--- src/rtl/uks_pkg.sv ---
`timescale 1ns / 1ps
// Package for the unique-key stack: item structs, opcode and status codes, defaults.
// No dependencies; imported by uks_store, unique_key_stack_unit and its bench.
package uks_pkg;

    localparam int DEPTH_DEFAULT = 16;
    localparam int KEY_W         = 32;
    localparam int COUNT_W       = 5;

    localparam logic [1:0] OP_PUSH = 2'd0;
    localparam logic [1:0] OP_POP  = 2'd1;
    localparam logic [1:0] OP_PEEK = 2'd2;

    localparam logic [1:0] ST_OK    = 2'd0;
    localparam logic [1:0] ST_DUP   = 2'd1;
    localparam logic [1:0] ST_UNDER = 2'd2;
    localparam logic [1:0] ST_OVER  = 2'd3;

    typedef struct packed {
        logic [1:0]               opcode;
        logic signed [KEY_W-1:0]  push_key;
        logic signed [KEY_W-1:0]  push_value;
    } t_in_item;

    typedef struct packed {
        logic [1:0]               status;
        logic signed [KEY_W-1:0]  out_key;
        logic signed [KEY_W-1:0]  out_value;
        logic [COUNT_W-1:0]       entry_count;
        logic                     empty_flag;
    } t_out_item;

    // Memory access strobes from the sequencer to the pair store
    typedef struct packed {
        logic we;
        logic re;
    } t_mem_ctrl;

endpackage

--- src/rtl/unique_key_stack_unit.sv ---
`timescale 1ns / 1ps
// Unique-key stack: LIFO of key/value pairs that refuses a push whose key is stored.
// Depends on uks_pkg and uks_store.
// From input transfer to result valid: a push scans the store one key per cycle
// through its read port, stopping at a stored duplicate, then finishes; pop and peek
// make one store read; full, empty and unused-opcode cases go straight to finishing.
// One item at a time: the next is taken only once the last result is in the output register.
// Reset (synchronous, active low) empties the stack; the pair store is not cleared.
module unique_key_stack_unit #(
    parameter int DEPTH = uks_pkg::DEPTH_DEFAULT
) (
    input  logic               i_clk,
    input  logic               i_rst_n,
    input  logic               i_in_valid,
    output logic               o_in_ready,
    input  uks_pkg::t_in_item  i_in_item,
    output logic               o_out_valid,
    input  logic               i_out_ready,
    output uks_pkg::t_out_item o_out_item
);
    import uks_pkg::*;

    localparam int AW = $clog2(DEPTH);
    localparam int FW = $clog2(DEPTH + 1);

    typedef enum logic [3:0] {
        S_IDLE = 4'b0001,
        S_SCAN = 4'b0010,
        S_READ = 4'b0100,
        S_DONE = 4'b1000
    } t_state;

    t_state                  r_state, n_state;
    t_in_item                r_item, n_item;
    logic [FW-1:0]           r_fill, n_fill;
    logic [FW-1:0]           r_issue, n_issue;
    logic                    r_pend, n_pend;
    logic [1:0]              r_status, n_status;
    logic signed [KEY_W-1:0] r_key, n_key;
    logic signed [KEY_W-1:0] r_value, n_value;
    logic                    r_out_valid, n_out_valid;
    t_out_item               r_out, n_out;

    t_mem_ctrl               w_ctrl;
    logic [AW-1:0]           w_raddr;
    logic signed [KEY_W-1:0] w_rd_key;
    logic signed [KEY_W-1:0] w_rd_value;
    logic                    w_match;
    logic                    w_in_xfer;
    logic                    w_load_out;

    // Pair store; every write lands after the scan of the same push, and the next
    // item is taken only after the finishing cycle, so reads never see a write in flight.
    uks_store #(
        .DEPTH (DEPTH),
        .AW    (AW)
    ) u_store (
        .i_clk      (i_clk),
        .i_ctrl     (w_ctrl),
        .i_waddr    (r_fill[AW-1:0]),
        .i_wkey     (r_item.push_key),
        .i_wvalue   (r_item.push_value),
        .i_raddr    (w_raddr),
        .i_cmp_key  (r_item.push_key),
        .o_rd_key   (w_rd_key),
        .o_rd_value (w_rd_value),
        .o_match    (w_match)
    );

    assign o_in_ready  = (r_state == S_IDLE);
    assign w_in_xfer   = i_in_valid && o_in_ready;
    // Hand the finished result to the output register once it is free or draining
    assign w_load_out  = (r_state == S_DONE) && (!r_out_valid || i_out_ready);
    assign o_out_valid = r_out_valid;
    assign o_out_item  = r_out;

    always_comb begin
        n_state  = r_state;
        n_item   = r_item;
        n_fill   = r_fill;
        n_issue  = r_issue;
        n_pend   = r_pend;
        n_status = r_status;
        n_key    = r_key;
        n_value  = r_value;
        w_ctrl   = '0;
        w_raddr  = r_issue[AW-1:0];

        unique case (r_state)
            S_IDLE: begin
                if (w_in_xfer) begin
                    n_item   = i_in_item;
                    n_status = ST_OK;
                    n_key    = '0;
                    n_value  = '0;
                    n_issue  = '0;
                    n_pend   = 1'b0;
                    n_state  = S_DONE;
                    case (i_in_item.opcode)
                        OP_PUSH: begin
                            if (r_fill >= FW'(DEPTH)) begin
                                n_status = ST_OVER;
                            end else begin
                                n_state = S_SCAN;
                            end
                        end
                        OP_POP, OP_PEEK: begin
                            if (r_fill == '0) begin
                                n_status = ST_UNDER;
                            end else begin
                                // Fetch the top entry now; data arrives next cycle
                                w_ctrl.re = 1'b1;
                                w_raddr   = AW'(r_fill - FW'(1));
                                n_state   = S_READ;
                            end
                        end
                        default: begin
                            // unused opcode: report current state only
                        end
                    endcase
                end
            end
            S_SCAN: begin
                // Compare the key read last cycle while issuing the next read
                if (r_pend && w_match) begin
                    n_status = ST_DUP;
                    n_state  = S_DONE;
                end else if (r_issue < r_fill) begin
                    w_ctrl.re = 1'b1;
                    n_issue   = r_issue + FW'(1);
                    n_pend    = 1'b1;
                end else begin
                    // No stored key matched: push on top
                    w_ctrl.we = 1'b1;
                    n_fill    = r_fill + FW'(1);
                    n_state   = S_DONE;
                end
            end
            S_READ: begin
                n_key   = w_rd_key;
                n_value = w_rd_value;
                if (r_item.opcode == OP_POP) begin
                    n_fill = r_fill - FW'(1);
                end
                n_state = S_DONE;
            end
            S_DONE: begin
                if (w_load_out) begin
                    n_state = S_IDLE;
                end
            end
            default: begin
                n_state = S_IDLE;
            end
        endcase
    end

    // Output register: load on finish, drop after the transfer
    always_comb begin
        n_out_valid = r_out_valid;
        n_out       = r_out;
        if (w_load_out) begin
            n_out_valid       = 1'b1;
            n_out.status      = r_status;
            n_out.out_key     = r_key;
            n_out.out_value   = r_value;
            n_out.entry_count = COUNT_W'(r_fill);
            n_out.empty_flag  = (r_fill == '0);
        end else if (r_out_valid && i_out_ready) begin
            n_out_valid = 1'b0;
        end
    end

    always_ff @(posedge i_clk) begin
        if (!i_rst_n) begin
            r_state     <= S_IDLE;
            r_fill      <= '0;
            r_pend      <= 1'b0;
            r_out_valid <= 1'b0;
        end else begin
            r_state     <= n_state;
            r_fill      <= n_fill;
            r_pend      <= n_pend;
            r_out_valid <= n_out_valid;
        end
    end

    always_ff @(posedge i_clk) begin
        r_item   <= n_item;
        r_issue  <= n_issue;
        r_status <= n_status;
        r_key    <= n_key;
        r_value  <= n_value;
        r_out    <= n_out;
    end

`ifndef SYNTHESIS
    a_fill_bound: assert property (@(posedge i_clk) disable iff (!i_rst_n)
        r_fill <= FW'(DEPTH))
        else $error("fill level beyond depth");

    a_scan_bound: assert property (@(posedge i_clk) disable iff (!i_rst_n)
        (r_state == S_SCAN) |-> (r_issue <= r_fill))
        else $error("scan index passed fill level");

    a_write_room: assert property (@(posedge i_clk) disable iff (!i_rst_n)
        w_ctrl.we |-> (r_fill < FW'(DEPTH)))
        else $error("store write with stack full");

    a_no_overrun: assert property (@(posedge i_clk) disable iff (!i_rst_n)
        (r_out_valid && !i_out_ready) |=> r_out_valid)
        else $error("pending result dropped");

    a_fill_step: assert property (@(posedge i_clk) disable iff (!i_rst_n)
        (r_state == S_IDLE || r_state == S_DONE) |=> $stable(r_fill))
        else $error("fill level changed outside scan or read");
`endif

endmodule

--- src/rtl/uks_store.sv ---
`timescale 1ns / 1ps
// Key/value pair memory with one write and one registered read port, plus key compare.
// Depends on uks_pkg.
module uks_store #(
    parameter int DEPTH = uks_pkg::DEPTH_DEFAULT,
    parameter int AW    = $clog2(DEPTH)
) (
    input  logic                               i_clk,
    input  uks_pkg::t_mem_ctrl                 i_ctrl,
    input  logic [AW-1:0]                      i_waddr,
    input  logic signed [uks_pkg::KEY_W-1:0]   i_wkey,
    input  logic signed [uks_pkg::KEY_W-1:0]   i_wvalue,
    input  logic [AW-1:0]                      i_raddr,
    input  logic signed [uks_pkg::KEY_W-1:0]   i_cmp_key,
    output logic signed [uks_pkg::KEY_W-1:0]   o_rd_key,
    output logic signed [uks_pkg::KEY_W-1:0]   o_rd_value,
    output logic                               o_match
);
    import uks_pkg::*;

    logic [2*KEY_W-1:0] r_mem [DEPTH];
    logic [2*KEY_W-1:0] r_rd;

    always_ff @(posedge i_clk) begin
        if (i_ctrl.we) begin
            r_mem[i_waddr] <= {i_wkey, i_wvalue};
        end
        if (i_ctrl.re) begin
            r_rd <= r_mem[i_raddr];
        end
    end

    assign o_rd_key   = r_rd[2*KEY_W-1:KEY_W];
    assign o_rd_value = r_rd[KEY_W-1:0];
    assign o_match    = (r_rd[2*KEY_W-1:KEY_W] == i_cmp_key);

endmodule

--- config.mk ---
export PLATFORM = sky130hd
export DESIGN_NAME = unique_key_stack_unit
export DESIGN_NICKNAME = d
export VERILOG_FILES = /design/src/rtl/uks_pkg.sv /design/src/rtl/unique_key_stack_unit.sv /design/src/rtl/uks_store.sv
export SDC_FILE = /design/constraint.sdc
export NUM_CORES = 2
export LEC_CHECK = 0
export BUFFER_PORTS_ARGS = -buffer_cell sky130_fd_sc_hd__buf_2
export CAP_MARGIN = 40
export CORE_UTILIZATION = 58
export CTS_CLUSTER_DIAMETER = 40
export DETAILED_ROUTE_END_ITERATION = 10
export PLACE_DENSITY = 0.78
export SETUP_SLACK_MARGIN = 0.3
export SYNTH_ARGS = -nofsm -noshare
export SYNTH_HDL_FRONTEND = slang
export SYNTH_HIERARCHICAL = 1
export SYNTH_SLANG_ARGS = --single-unit
--- constraint.sdc ---
create_clock -name i_clk -period 8.4 [get_ports i_clk]
set_clock_uncertainty 0.2 [all_clocks]
set_input_delay 0.42 -clock i_clk [delete_from_list [all_inputs] [get_ports i_clk]]
set_output_delay 0.42 -clock i_clk [all_outputs]
set_load 0.02 [all_outputs]
Word-level counts from Yosys, hierarchy flattened. Memories as Yosys holds them, arrays and structs flattened. A register that Yosys moved wholly into a read port is not among the register bits. Cells that the tools add are included.

Bits in read-only memories: 0. Flip-flop bits (word level): 220. Word-level logic and storage cells: 102. Bits in latches: 0. Memory bits (writable): 1024. Output and inout bits: 74. Memories: 1.

Bitwise logic cells: 0. Shifts and indexed selects: 0. Add/subtract/negate cells: 3. $mul: 0. Multiplexer cells: 45. $lt $le $gt $ge: 2. Equal/unequal tests: 16. Reductions and logical operators: 19. Div/mod/pow operators: 0.

Memories: u_store.r_mem (words 16, bits a word 64, read ports 1, clocked after Yosys merged registers in 1, write ports 1, RTL line uks_store.sv:21) `logic [2*KEY_W-1:0] r_mem [DEPTH];`.

Operators with widths (number): 32-bit one-hot mux with 2 select lines (2); 4-bit two-way mux (10); 32-bit equality test (1); 32-bit two-way mux (1); 5-bit two-way mux (6); 5-bit one-hot mux with 2 select lines (2); 4-bit one-hot mux with 4 select lines (1); 1-bit two-way mux (13); 2-bit inequality test (second input constant) (6); 5-bit by 1-bit adder with 5-bit output (second input constant) (2); 2-bit two-way mux (5); 2-bit one-hot mux with 2 select lines (2); 4-bit one-hot mux with 2 select lines (1); 4-bit AND reduction (2); 2-bit nonzero test (4); 3-bit AND reduction (2); 5-bit >= comparator (second input constant) (1); 5-bit zero test (1); 5-bit less-than comparator (1); 5-bit by 1-bit subtractor with 5-bit output (second input constant) (1); 2-bit by 1-bit equality test with 1-bit output (second input constant) (2); 4-bit by 1-bit equality test with 1-bit output (second input constant) (1); 4-bit by 2-bit equality test with 1-bit output (second input constant) (1); 4-bit by 3-bit equality test with 1-bit output (second input constant) (1); 11 further kinds (16).

Longest topological paths before layout.
Word-level depth: 6. Gate-level depth with buffers: 13.

Cells and area by module. Netlist, hierarchy kept.

Modules (own cells, without submodules): uks_store (seq. area each 32671.3 um2, instances 1, cells each 1690, area each 40568.9 um2); unique_key_stack_unit (seq. area each 6496.2 um2, instances 1, cells each 428, area each 7827.5 um2).

Worst setup path before layout. OpenSTA, ideal clock, no wires.

Path kind: reg2reg. Start point: register r_fill[2]. End point: memory u_store/r_mem[0][0] (netlist bit) (enable). Path buffers: 2. Slack: 1148 ps. Cell stages (with the launch flop): 11. Data required time: 7635 ps. Arrival: 6487 ps. Cells stage by stage: dfxtp_1 -> clkbuf_1 -> inv_1 -> ha_1 -> o21a_1 -> o21ai_0 -> o21ba_1 -> buf_2 -> nor2_1 -> or3b_2 -> nor3_1.

RTL lines: from (decl) (RTL line unique_key_stack_unit.sv:35) `logic [FW-1:0] r_fill, n_fill;`; from (signal assigned) (RTL line unique_key_stack_unit.sv:182) `r_fill <= n_fill;`; to (decl) (RTL line uks_store.sv:21).

Worst setup path in the final report.
Start point: register r_state[0]. End point: register u_store.r_rd[3] (read register of u_store.r_mem), data pin.

Word-level cells in the longest chain between the ends: 4.

RTL lines: from (decl) (RTL line unique_key_stack_unit.sv:33) `t_state r_state, n_state;`; from (signal assigned) (RTL line unique_key_stack_unit.sv:181) `r_state <= n_state;`; 4-bit by 1-bit equality test with 1-bit output * (RTL line unique_key_stack_unit.sv:70, unique_key_stack_unit.sv:89); 1-bit logical AND (RTL line unique_key_stack_unit.sv:71) `assign w_in_xfer = i_in_valid && o_in_ready;`; 4-bit two-way mux (RTL line unique_key_stack_unit.sv:91) `if (w_in_xfer) begin`; 4-bit two-way mux * (RTL line unique_key_stack_unit.sv:89) `unique case (r_state)`; net w_raddr[0] (RTL line unique_key_stack_unit.sv:45) `logic [AW-1:0] w_raddr;`; to (decl) (RTL line uks_store.sv:22) `logic [2*KEY_W-1:0] r_rd;`.

The timed path passes the listed nets; every way through them passes the cells marked *. A chain may end at the register's enable or synchronous reset.

==> impl_metrics.yaml <==
hold_path:
  hold-path-cell-count: 2
  terminating_pin_of_the_worst_hold_path: "r_item[60]"
  worstHoldStart: "i_in_item[60]"
  holdCritPathClass: "in2reg"
sta:
  fmaxAchievable_ghz: 0.181
  min_period_over_period: 0.658
  number_of_setup_violations_in_the_final_report: 0
  slew_headroom: 0.234
  finalMaxSlewViolations: 0
  rsz0062_at_grt: "no"
  fin_tns_setup_ns: 0
  max_slew.worst_pin.slew_ns: 1.15
  finalHoldViolations: 0
  period_minus_slack_ns: 5.53
  postLayoutSetupSlackWorst_ns: 2.87
worst_setup_path:
  timing.setup.critical_path_class: "reg2reg"
  regToRegEndpoint: "u_store/r_rd[3]"
  required_ns: 8.67
  timing.critical_path.to_type: "register"
  cp.arrival_ns: 5.80
  start_kind: "register"
  worstReg2RegStart: "r_state[0]"
  biggest_fanout_along_the_worst_timing_path: 111
  worstRegToRegCells: 10
  ff2ff_setup_slack_ns: 2.87
pwr:
  power.static_leakage_nw: 18.3
  power.density_mw_per_mm2: 260
  vdd_ir_drop_max_v: 0.000211
cts:
  clk_pin_slew_ns: 0.06
  htree_levels: 4
  tritoncts_clock_tree: "done"
  worstSkewPairLatency_ns: 0.74
  cts.sink_count: 1308
  clockRootBuffer: "sky130_fd_sc_hd__clkbuf_16"
  cts_made_buffers: 144
  postCtsResizedCells: 0
  cts_buffer_depth: 3
drt:
  post_drt_via_cell_ratio: 6.69
  detail-route-antenna-nets: 0
  postRouteWirelength_um: 119000
  first_pass_iters: 6
  dr.first_iter.drc_count: 3347
  detail_route.drc_violations: 0
  route.detailed.wl_per_inst_um: 32.7
  detailroute.via_count: 24300
placement:
  placed_cells_incl_taps: 3294
  pre_cts_slack_ns: 3.04
  post-dp-hpwl_um: 56600
  placement.io_buffers: 143
  globalplace.congestion: 0.784
  post_dp_cell_area_sq_mm: 0.0509
floorplan:
  top_level_ports: 144
  die_width_um: 291
  core_sq_mm: 0.0824
  initial_utilization: 0.588
  fp.dieArea_sq_mm: 0.0846
  fp.dieH_um: 291
  num_rows: 105
synthesis:
  synth_cells: 2118
  synth-edff-count: 1297
  synthesis.area_per_instance_sq_um: 22.9
  synthesis.nets: 2197
  async_flop_share: 0
  mappedNetlistArea_sq_mm: 0.0484
  seq_area_frac_synth: 0.809
  yosys_warnings: 6
  primary_ff_master_synth: "sky130_fd_sc_hd__edfxtp_1"
  synth.ff_latch_count: 1308
  ys_types: 54
finish:
  postLayoutCoreUtil: 0.685
  cell_area_after_layout_sq_mm: 0.0565
  final_cell_count_no_fill: 3631
  layout.cells.most_common: "sky130_fd_sc_hd__edfxtp_1"
  flow.area_growth_from_synthesis_pct: 16.7
  nNetsFinal: 2522
  fraction_of_layout_cells_with_a_size_suffix_above_1: 0.279
  layout_common_cells: "sky130_fd_sc_hd__edfxtp_1, sky130_fd_sc_hd__mux4_2, sky130_fd_sc_hd__clkbuf_16"
global_routing:
  grt_antenna_before_repair: 3
  globalRouteOverflowTotal: 0
  groute.usage.overall: 0.285
  grt_pass1_wl_um: 170000
  grt_pass1_vias: 25200
  grt_max_degree: 182
run_status:
  run_status: "completed"
job:
  cap_viol_max_count: 0
## power by group
part | total [mW] | internal (mW) | switching (mW)
sequential | 7.52 | 7.36 | 0.152
combinational | 0.798 | 0.348 | 0.450
clock | 6.37 | 3.72 | 2.65
total | 14.7 | 11.4 | 3.25
## what timing repair did
item,in CTS,in global routing
hold endpoints to repair,74,0
buffers inserted,0,0
hold buffers,70,0
## routing by layer
| metal | wire (um) | part of all wire | GRT usage |
|---|---|---|---|
| met5 | 22 | 0.00019 | 0 |
| met4 | 5220 | 0.044 | 0.134 |
| met3 | 13300 | 0.11 | 0.0680 |
| met2 | 58700 | 0.50 | 0.460 |
| met1 | 41300 | 0.35 | 0.370 |
## kinds of logic after synthesis
kind of cell / count (synthesis) / share of synthesized area
xor gates and xnor gates: 38 / 0.00688
and+or+nand+nor: 234 / 0.0252
AOI/OAI and AO/OA: 159 / 0.0246
DFF: 1308 / 0.809
adders and majority gates: 9 / 0.00233
buffers and inverters: 109 / 0.0114
muxes: 261 / 0.120
## registers in the layout, indices dropped and copies added (netlist names)
signal         flops
u_store/r_mem   1024
o_out_item        72
r_item            66
u_store/r_rd      64
r_key             32
r_value           32
r_fill             5
r_issue            5
r_state            4
r_status           2
o_out_valid        1
r_pend             1
## synth_stat cells (2+ instances only)
master | n | share of area
sky130_fd_sc_hd__buf_2 | 16 | 0.0017
sky130_fd_sc_hd__xnor2_1 | 3 | 0.00054
sky130_fd_sc_hd__a21oi_1 | 3 | 0.00031
sky130_fd_sc_hd__nand2b_1 | 4 | 0.00052
sky130_fd_sc_hd__nand3b_1 | 3 | 0.00047
sky130_fd_sc_hd__buf_4 | 7 | 0.0011
sky130_fd_sc_hd__mux4_2 | 256 | 0.12
sky130_fd_sc_hd__xor2_1 | 35 | 0.0063
sky130_fd_sc_hd__a211oi_1 | 3 | 0.00047
sky130_fd_sc_hd__mux2i_1 | 4 | 0.00083
sky130_fd_sc_hd__edfxtp_1 | 1297 | 0.80
sky130_fd_sc_hd__buf_6 | 13 | 0.0030
sky130_fd_sc_hd__o21a_1 | 2 | 0.00031
sky130_fd_sc_hd__inv_1 | 10 | 0.00078
sky130_fd_sc_hd__nor2_1 | 26 | 0.0020
sky130_fd_sc_hd__nor3_1 | 7 | 0.00072
sky130_fd_sc_hd__clkbuf_1 | 45 | 0.0035
sky130_fd_sc_hd__ha_1 | 9 | 0.0023
sky130_fd_sc_hd__nand2_1 | 83 | 0.0064
sky130_fd_sc_hd__dfxtp_1 | 11 | 0.0046
sky130_fd_sc_hd__and2_1 | 67 | 0.0087
sky130_fd_sc_hd__nor2b_1 | 10 | 0.0013
sky130_fd_sc_hd__nor4_1 | 9 | 0.0012
sky130_fd_sc_hd__and3_1 | 2 | 0.00026
sky130_fd_sc_hd__nand3_1 | 7 | 0.00072
sky130_fd_sc_hd__buf_1 | 17 | 0.0013
sky130_fd_sc_hd__a22oi_1 | 130 | 0.020
sky130_fd_sc_hd__o21bai_1 | 2 | 0.00031
sky130_fd_sc_hd__o21ai_0 | 7 | 0.00072
sky130_fd_sc_hd__or3_1 | 3 | 0.00039
sky130_fd_sc_hd__nand4_1 | 4 | 0.00052
## stage by stage
| stage | hold slack [ns] | total power [mW] |
|---|---|---|
| after floorplan | 0.200 | 8.12 |
| after global placement | 0.203 | 8.35 |
| after detailed placement | 0.205 | 8.40 |
| after CTS | 0.149 | 14.7 |
| after global routing | 0.166 | 15.0 |
| final | 0.194 | 14.7 |
## worst max-delay path, cell delays in order, from the launching register on
cell	delay [ns]
sky130_fd_sc_hd__dfxtp_1	0.48
sky130_fd_sc_hd__nor4b_2	0.41
sky130_fd_sc_hd__nand2_1	0.19
sky130_fd_sc_hd__inv_4	0.42
sky130_fd_sc_hd__nand3b_1	0.55
sky130_fd_sc_hd__o21ai_4	0.59
sky130_fd_sc_hd__buf_12	0.65
sky130_fd_sc_hd__buf_4	0.62
sky130_fd_sc_hd__mux4_2	0.59
sky130_fd_sc_hd__a22oi_1	0.24
sky130_fd_sc_hd__nand2_1	0.08
## final cells by class
cell class	count	area, sq um
repair buffers	277	2200
inverters	11	43.8
clock buffers	168	3740
multi-input cells	701	8850
flip-flops and latches	1308	39200
clock inverters	95	1120
fillers	4637	25900
well taps	1070	1340
diodes	1	2.50
## worst max path at each step
stage               start                  end  cells after the start
6_report       r_state[0]      u_store/r_rd[3]                     10
5_1_grt        r_state[0]      u_store/r_rd[3]                     10
4_1_cts        r_state[0]     u_store/r_rd[59]                     10
3_5_place_dp   r_state[0]     u_store/r_rd[59]                     10
3_3_place_gp   r_state[0]      u_store/r_rd[3]                     10
2_1_floorplan   r_fill[2]  u_store/r_mem[0][0]                     10
Note: power is estimated with default switching activity, not from simulation.
